--- config.mk ---
export PLATFORM = sky130hd
export DESIGN_NAME = fcte_ctrl
export DESIGN_NICKNAME = d
export VERILOG_FILES = /design/src/hw/rtl/fcte_pkg.sv /design/src/hw/rtl/fcte_ctrl.sv
export SDC_FILE = /design/constraint.sdc
export NUM_CORES = 1
export LEC_CHECK = 0
export BUFFER_PORTS_ARGS = -buffer_cell sky130_fd_sc_hd__buf_4
export CAP_MARGIN = 40
export CORE_MARGIN = 8
export CORE_UTILIZATION = 40
export DETAILED_ROUTE_END_ITERATION = 12
export MAX_ROUTING_LAYER = met4
export RECOVER_POWER = 50
export SYNTH_ARGS = -nofsm -noshare
export SYNTH_HDL_FRONTEND = slang
export SYNTH_SLANG_ARGS = --single-unit
--- constraint.sdc ---
create_clock -name clk -period 2.7 [get_ports clk]
set_clock_uncertainty 0.1 [all_clocks]
set_input_delay 0.405 -clock clk [delete_from_list [all_inputs] [get_ports clk]]
set_output_delay 0.405 -clock clk [all_outputs]
set_load 0.05 [all_outputs]
--- src/hw/rtl/fcte_pkg.sv ---
// ----------------------------------------------------------------------------
// fcte_pkg
// Shared types and constants for the FAT32 cluster table engine.
// ----------------------------------------------------------------------------
package fcte_pkg;

    localparam int MAX_CLUSTERS = 4096;
    localparam int MEM_DEPTH    = MAX_CLUSTERS + 2;
    localparam int ADDR_W       = $clog2(MEM_DEPTH);
    localparam int CNT_W        = 13;
    localparam int ENT_W        = 28;
    localparam int FREE_W       = 32;

    localparam logic [ENT_W-1:0]  ENTRY_FREE    = 28'h0000000;
    localparam logic [ENT_W-1:0]  ENTRY_BAD     = 28'hFFFFFF7;
    localparam logic [ENT_W-1:0]  ENTRY_EOC     = 28'hFFFFFF8;
    localparam logic [FREE_W-1:0] COUNT_UNKNOWN = 32'hFFFFFFFF;

    typedef enum logic [2:0] {
        OP_READ    = 3'd0,
        OP_WRITE   = 3'd1,
        OP_ALLOC   = 3'd2,
        OP_FREE    = 3'd3,
        OP_ADVANCE = 3'd4,
        OP_RESCAN  = 3'd5
    } op_code_t;

    typedef enum logic [2:0] {
        ST_OK        = 3'd0,
        ST_INVALID   = 3'd1,
        ST_EARLY_END = 3'd2,
        ST_CORRUPT   = 3'd3,
        ST_NO_SPACE  = 3'd4
    } st_code_t;

    typedef enum logic [3:0] {
        C_NONE,
        C_LOAD,
        C_CLEAR,
        C_SET_ST,
        C_RD_DONE,
        C_WRITE,
        C_ALLOC_INIT,
        C_ALLOC_HIT,
        C_ALLOC_MISS,
        C_CNT_CLR,
        C_CNT_INC,
        C_FREE_STEP,
        C_ADV_DEC,
        C_ADV_NEXT,
        C_ADV_END,
        C_RS_INIT
    } dp_cmd_t;

    typedef struct packed {
        dp_cmd_t  cmd;
        st_code_t st;
        logic     rs_step;
        logic     rs_end;
        logic     out_load;
    } ctrl_cmd_t;

    typedef struct packed {
        logic [2:0] op;
        logic       in_tab;
        logic       walk_go;
        logic       guard_over;
        logic       alloc_done;
        logic       steps_zero;
        logic       ent_zero;
        logic       ent_eoc;
        logic       ent_bad;
        logic       rs_done;
        logic       clr_done;
    } dp_stat_t;

endpackage

--- src/hw/rtl/fcte_ctrl.sv ---
// ----------------------------------------------------------------------------
// fcte_ctrl
// Sequencer: clear pass, per-opcode walks and output handshake.
// ----------------------------------------------------------------------------
module fcte_ctrl (
    input  logic                clk,
    input  logic                rst_n,
    input  logic                in_valid,
    output logic                in_stall,
    output logic                out_valid,
    input  logic                out_stall,
    input  fcte_pkg::dp_stat_t  stat,
    output fcte_pkg::ctrl_cmd_t ctl
);

    typedef enum logic [12:0] {
        S_CLEAR    = 13'b0000000000001,
        S_IDLE     = 13'b0000000000010,
        S_EXEC     = 13'b0000000000100,
        S_RD_WAIT  = 13'b0000000001000,
        S_AL_RD    = 13'b0000000010000,
        S_AL_TEST  = 13'b0000000100000,
        S_FR_CHK   = 13'b0000001000000,
        S_FR_TEST  = 13'b0000010000000,
        S_ADV_CHK  = 13'b0000100000000,
        S_ADV_TEST = 13'b0001000000000,
        S_RS_RD    = 13'b0010000000000,
        S_RS_TEST  = 13'b0100000000000,
        S_FINISH   = 13'b1000000000000
    } state_t;

    state_t state_reg, state_next;
    logic   out_valid_reg, out_valid_next;
    logic   out_free;

    assign out_free  = !out_valid_reg || !out_stall;
    assign in_stall  = (state_reg != S_IDLE);
    assign out_valid = out_valid_reg;

    always_comb
    begin
        state_next   = state_reg;
        ctl.cmd      = fcte_pkg::C_NONE;
        ctl.st       = fcte_pkg::ST_OK;
        ctl.rs_step  = 1'b0;
        ctl.rs_end   = 1'b0;
        ctl.out_load = 1'b0;
        unique case (state_reg)
            S_CLEAR:
            begin
                ctl.cmd = fcte_pkg::C_CLEAR;
                if (stat.clr_done)
                    state_next = S_IDLE;
            end
            S_IDLE:
            begin
                if (in_valid)
                begin
                    ctl.cmd    = fcte_pkg::C_LOAD;
                    state_next = S_EXEC;
                end
            end
            S_EXEC:
            begin
                state_next = S_FINISH;
                unique case (stat.op)
                    fcte_pkg::OP_READ:
                    begin
                        if (stat.in_tab)
                            state_next = S_RD_WAIT;
                        else
                        begin
                            ctl.cmd = fcte_pkg::C_SET_ST;
                            ctl.st  = fcte_pkg::ST_INVALID;
                        end
                    end
                    fcte_pkg::OP_WRITE:
                    begin
                        if (stat.in_tab)
                            ctl.cmd = fcte_pkg::C_WRITE;
                        else
                        begin
                            ctl.cmd = fcte_pkg::C_SET_ST;
                            ctl.st  = fcte_pkg::ST_INVALID;
                        end
                    end
                    fcte_pkg::OP_ALLOC:
                    begin
                        ctl.cmd    = fcte_pkg::C_ALLOC_INIT;
                        state_next = S_AL_RD;
                    end
                    fcte_pkg::OP_FREE:
                    begin
                        ctl.cmd    = fcte_pkg::C_CNT_CLR;
                        state_next = S_FR_CHK;
                    end
                    fcte_pkg::OP_ADVANCE: state_next = S_ADV_CHK;
                    fcte_pkg::OP_RESCAN:
                    begin
                        ctl.cmd    = fcte_pkg::C_RS_INIT;
                        state_next = S_RS_RD;
                    end
                    default: state_next = S_FINISH;
                endcase
            end
            S_RD_WAIT:
            begin
                ctl.cmd    = fcte_pkg::C_RD_DONE;
                state_next = S_FINISH;
            end
            S_AL_RD:
            begin
                if (stat.alloc_done)
                begin
                    ctl.cmd    = fcte_pkg::C_SET_ST;
                    ctl.st     = fcte_pkg::ST_NO_SPACE;
                    state_next = S_FINISH;
                end
                else
                    state_next = S_AL_TEST;
            end
            S_AL_TEST:
            begin
                if (stat.ent_zero)
                begin
                    ctl.cmd    = fcte_pkg::C_ALLOC_HIT;
                    state_next = S_FINISH;
                end
                else
                begin
                    ctl.cmd    = fcte_pkg::C_ALLOC_MISS;
                    state_next = S_AL_RD;
                end
            end
            S_FR_CHK:
            begin
                priority if (!stat.walk_go)
                    state_next = S_FINISH;
                else if (stat.guard_over)
                begin
                    ctl.cmd    = fcte_pkg::C_SET_ST;
                    ctl.st     = fcte_pkg::ST_CORRUPT;
                    state_next = S_FINISH;
                end
                else if (!stat.in_tab)
                begin
                    ctl.cmd    = fcte_pkg::C_SET_ST;
                    ctl.st     = fcte_pkg::ST_INVALID;
                    state_next = S_FINISH;
                end
                else
                begin
                    ctl.cmd    = fcte_pkg::C_CNT_INC;
                    state_next = S_FR_TEST;
                end
            end
            S_FR_TEST:
            begin
                ctl.cmd    = fcte_pkg::C_FREE_STEP;
                state_next = S_FR_CHK;
            end
            S_ADV_CHK:
            begin
                priority if (stat.steps_zero)
                begin
                    ctl.cmd    = fcte_pkg::C_ADV_END;
                    state_next = S_FINISH;
                end
                else if (!stat.in_tab)
                begin
                    ctl.cmd    = fcte_pkg::C_ADV_END;
                    ctl.st     = fcte_pkg::ST_INVALID;
                    state_next = S_FINISH;
                end
                else
                begin
                    ctl.cmd    = fcte_pkg::C_ADV_DEC;
                    state_next = S_ADV_TEST;
                end
            end
            S_ADV_TEST:
            begin
                priority if (stat.ent_eoc)
                begin
                    ctl.cmd    = fcte_pkg::C_ADV_END;
                    ctl.st     = fcte_pkg::ST_EARLY_END;
                    state_next = S_FINISH;
                end
                else if (stat.ent_zero || stat.ent_bad)
                begin
                    ctl.cmd    = fcte_pkg::C_ADV_END;
                    ctl.st     = fcte_pkg::ST_CORRUPT;
                    state_next = S_FINISH;
                end
                else
                begin
                    ctl.cmd    = fcte_pkg::C_ADV_NEXT;
                    state_next = S_ADV_CHK;
                end
            end
            S_RS_RD:
            begin
                if (stat.rs_done)
                begin
                    ctl.rs_end = 1'b1;
                    state_next = S_FINISH;
                end
                else
                    state_next = S_RS_TEST;
            end
            S_RS_TEST:
            begin
                ctl.rs_step = 1'b1;
                state_next  = S_RS_RD;
            end
            S_FINISH:
            begin
                if (out_free)
                begin
                    ctl.out_load = 1'b1;
                    state_next   = S_IDLE;
                end
            end
            default: state_next = S_IDLE;
        endcase
    end

    always_comb
    begin
        out_valid_next = out_valid_reg;
        if (ctl.out_load)
            out_valid_next = 1'b1;
        else if (!out_stall)
            out_valid_next = 1'b0;
    end

    always_ff @(posedge clk or negedge rst_n)
    begin
        if (!rst_n)
        begin
            state_reg     <= S_CLEAR;
            out_valid_reg <= 1'b0;
        end
        else
        begin
            state_reg     <= state_next;
            out_valid_reg <= out_valid_next;
        end
    end

endmodule

Word-level counts from Yosys, hierarchy flattened
Index checks and enable logic that the tools add are counted.
W data, S select, Z words.

storage, ports and cells
  flip-flop bits (word level) = 14
  bits of input ports = 17
  output and inout bits = 12
  logic and storage cells = 73

cells by class
  equal/unequal tests = 23
  muxes and demuxes = 42
  reductions and logical operators = 6

operator list
  cell                    number
  $mux W13                14
  $pmux W13 S13           1
  $pmux W13 S5            1
  $pmux W4 S10            1
  $pmux W4 S5             1
  $mux W5                 3
  $pmux W3 S5             1
  $mux W7                 2
  $eq A13 B1 Y1 const B   1
  $eq A13 B10 Y1 const B  1
  $eq A13 B11 Y1 const B  1
  $eq A13 B12 Y1 const B  1
  $eq A13 B13 Y1 const B  1
  $eq A13 B2 Y1 const B   1
  $eq A13 B3 Y1 const B   1
  $eq A13 B4 Y1 const B   1
  $eq A13 B5 Y1 const B   1
  $eq A13 B6 Y1 const B   1
  $eq A13 B7 Y1 const B   1
  $eq A13 B8 Y1 const B   1
  $eq A13 B9 Y1 const B   1
  $ne A13 B2 Y1 const B   1
  $mux W1                 10
  $mux W2                 4
  12 further kinds        19

Longest topological paths before layout
  depth in word-level cells = 5
  mapped depth = 6
  depth with buffers taken out = 5

Least setup slack after synthesis
No wires, ideal clock.

  path type = reg-to-output
  start point = register state_reg[7]
  end point = output port ctl[3] in the netlist's numbering
  data arrival time = 2596 ps
  required time = 2195 ps
  path slack = -401 ps
  cell stages (with the launch flop) = 5
  path buffers = 0
  path through = dfrtp_1 or4_1 nor3_1 nand2_1 o32ai_1

RTL lines
  item                    line              RTL
  start, declared         fcte_ctrl.sv:32   state_t state_reg, state_next;
  start signal, assigned  fcte_ctrl.sv:246  state_reg <= state_next;
  end, declared           fcte_ctrl.sv:13   output fcte_pkg::ctrl_cmd_t ctl

==> flow_summary.yaml <==
synth:
  synth_top_cell_area_share_pct: 28.3
  netlist_instances: 145
  synth_warnings: 0
  ys_seq_area_share_pct: 30.5
  avgSynthCellArea_um2: 7.94
  synth_edf_count: 0
  synth_common_cells: "dfrtp_1, nor2_1, a21oi_1, nor3_1, nand2_1"
  synthFlopType: "dfrtp_1"
  synth_cell_types: 47
  synth-seq-cells: 14
  synthArstFlopShare_pct: 100
  syn-cell-area_um2: 1150
  synth_area_leaders: "dfrtp_1, a21oi_1, nor3_1"
  syn_nets: 163
  yosysTopAreaCell: "dfrtp_1"
critical_path:
  cp-start-kind: "flip-flop"
  worst-path-stages: 6
  r2r_start: "state_reg[3]"
  critPathBufInv: 1
  crit_path_max_fanout: 3
  cp_top_family: "simple AND/OR/NAND/NOR gates"
  crit_path_end: "ctl[9]"
  ff2ff_path_depth: 8
  r2r_slack_ns: 0.53
  crit_type: "reg2out"
  cp_slowest_cell: "or4_4"
  cp-end-kind: "output pin"
  worstPathCellList: "or4_4 -> nor4_4 -> nand2b_2 -> or3_4 -> or3b_4 -> buf_8"
  r2r-end: "state_reg[1]"
  worst_ep_arrival_time_ns: 2.41
  critPathMaxStageDelay_ns: 0.54
  required_ns: 2.19
  critPathLaunch: "state_reg[3]"
routing:
  routedWlPerCell_um: 17.7
  wl_um: 3970
  route.vias.total: 1353
  drt_first_pass_iters: 4
  vias_per_cell: 6.04
  drc: 0
  ant_nets: 0
  drtIter0Drc: 111
timing:
  slew_violations: 0
  finalHoldViolations: 0
  worst_pin_slew_ns: 0.851
  slew_headroom_pct: 43.3
  min_period_over_period_pct: 108
  setup_viol: 5
  period_minus_slack_ns: 2.92
  setup_tns_ns: -0.764
  fmax_mhz: 343
  rsz0062_at_grt: "true"
  setup_ws_ns: -0.219
final_layout:
  final_nets: 212
  multi_input_area_um2: 873
  diodes: 0
  fill_cells: 252
  register_area_um2: 352
  drive_above_1_share_pct: 39.4
  area_growth_pct: 49.0
  largest_reg_flops: 13
clocking:
  clkSinkCount: 14
  clk_pin_slew_worst_paths_ns: 0.09
  clk_latency_ns: 0.28
  cts_htree_levels: 1
  cts_buffers: 3
  cts.path.max_buffers: 2
  cts_root_buf: "clkbuf_4"
  cts_tree: "done"
global_routing:
  antenna_found_initial: 0
  grt.total_usage_pct: 16.3
  grt_max_degree: 15
  grt_pass1_vias: 1366
  grt_pass1_wl_um: 6520
  overflow: 0
run:
  max_cap_violations: 0
floorplanning:
  rows: 19
  dieWidth_um: 69.6
  dieArea_um2: 4850
  coreArea_um2: 2760
  initial_core_util_pct: 41.7
  pin_count: 29
  die_h_um: 69.6
run_status:
  violations: "setup timing"
  status: "finished, violations left"
power_and_ir_drop:
  finalPower_w: 0.00109
  powerDensity_nw_per_um2: 635
  peakVddDrop_v: 0.000444
  p_leak_nw: 0.769
placed_design:
  hpwlAfterDp_um: 3070
  io_buffers: 28
  gp_congestion: 0.933
worst_hold_path:
  min_path_type: "in2reg"
[metrics by stage]
step           instance area [um2]  util [%]  hold WS, ns  setup slack (ns)  cells
2_1_floorplan                 1170         -      0.00941           -0.0344    145
3_3_place_gp                  1530      55.5        0.176             0.108    217
3_5_place_dp                  1530      55.5        0.170            0.0612    217
4_1_cts                       1680      60.8        0.151            -0.222    223
5_1_grt                       1720      62.2        0.143            -0.327    224
6_report                      1720      62.2        0.156            -0.219    224
[cells by family (layout without fill, tap and decap cells)]
kind of cell,count (synthesis),after routing,share of synthesized area [%]
muxes,1,1,0.870
DFF,14,14,30.5
adders and majority gates,1,1,1.09
xor gates and xnor gates,3,3,2.28
and+or+nand+nor,84,84,43.9
AOI/OAI and AO/OA,32,32,17.7
buffers and inverters,10,58,3.59
[per-layer routing]
layer / routed length, um / part of all wire [%] / global-route usage [%]
met4: 55 / 1.4 / 6.25
met5: 0 / 0 / -
met3: 227 / 5.7 / 3.58
met1: 1730 / 44 / 18.5
met2: 1950 / 49 / 27.4
[what timing repair did]
| action | in CTS | in global routing |
|---|---|---|
| gates cloned | 0 | 0 |
| hold buffers | 1 | 0 |
| setup buffers | 1 | 1 |
| pin swaps | 7 | 2 |
| endpoints found under the setup margin | 7 | 9 |
| gates resized for setup | 21 | 9 |
| hold endpoints to repair | 13 | 0 |
[report_power, final]
group          internal, W  switching [W]  total (W)
registers         0.000230      0.0000153   0.000245
logic             0.000303       0.000388   0.000690
clock network    0.0000821      0.0000719   0.000154
total             0.000615       0.000475    0.00109
[cell type report]
class                      count  share of cell area [%]
tap                           31                    2.26
clock buffer                   4                    2.12
timing repair buffer          48                    22.9
inverter                       6                    1.31
sequential                    14                    20.5
multi-input combinational    121                    50.9
[layout by cell type, fill, tap and decap left out, types with 2 or more instances in the layout]
cell type / count
a21oi_1: 11
or4_4: 2
a31o_2: 2
and3_1: 2
clkbuf_1: 3
o21ai_0: 6
nor2b_1: 3
buf_6: 9
nand3_1: 5
buf_4: 34
nor4_1: 4
dfrtp_1: 13
inv_1: 6
nor3_1: 8
nor3_4: 2
xor2_1: 2
nand4_1: 5
o21ai_2: 2
nand2b_1: 5
nor3b_1: 2
nor4b_1: 3
nor2_1: 13
nand2_1: 9
clkbuf_4: 3
nor4_2: 2
and3_4: 2
nand4b_1: 3
[how the worst min path moves through the flow]
| stage | from | endpoint | slack [ns] | cells past startpoint |
|---|---|---|---|---|
| floorplan | rst_n | out_valid | 0.009 | 0 |
| global placement | rst_n | state_reg[5] | 0.18 | 1 |
| detailed placement | rst_n | state_reg[5] | 0.17 | 1 |
| CTS | stat[0] | state_reg[0] | 0.15 | 2 |
| global route | stat[0] | state_reg[0] | 0.14 | 2 |
| finish | stat[0] | state_reg[0] | 0.16 | 2 |
No activity file was read; power rests on OpenSTA's default activity.
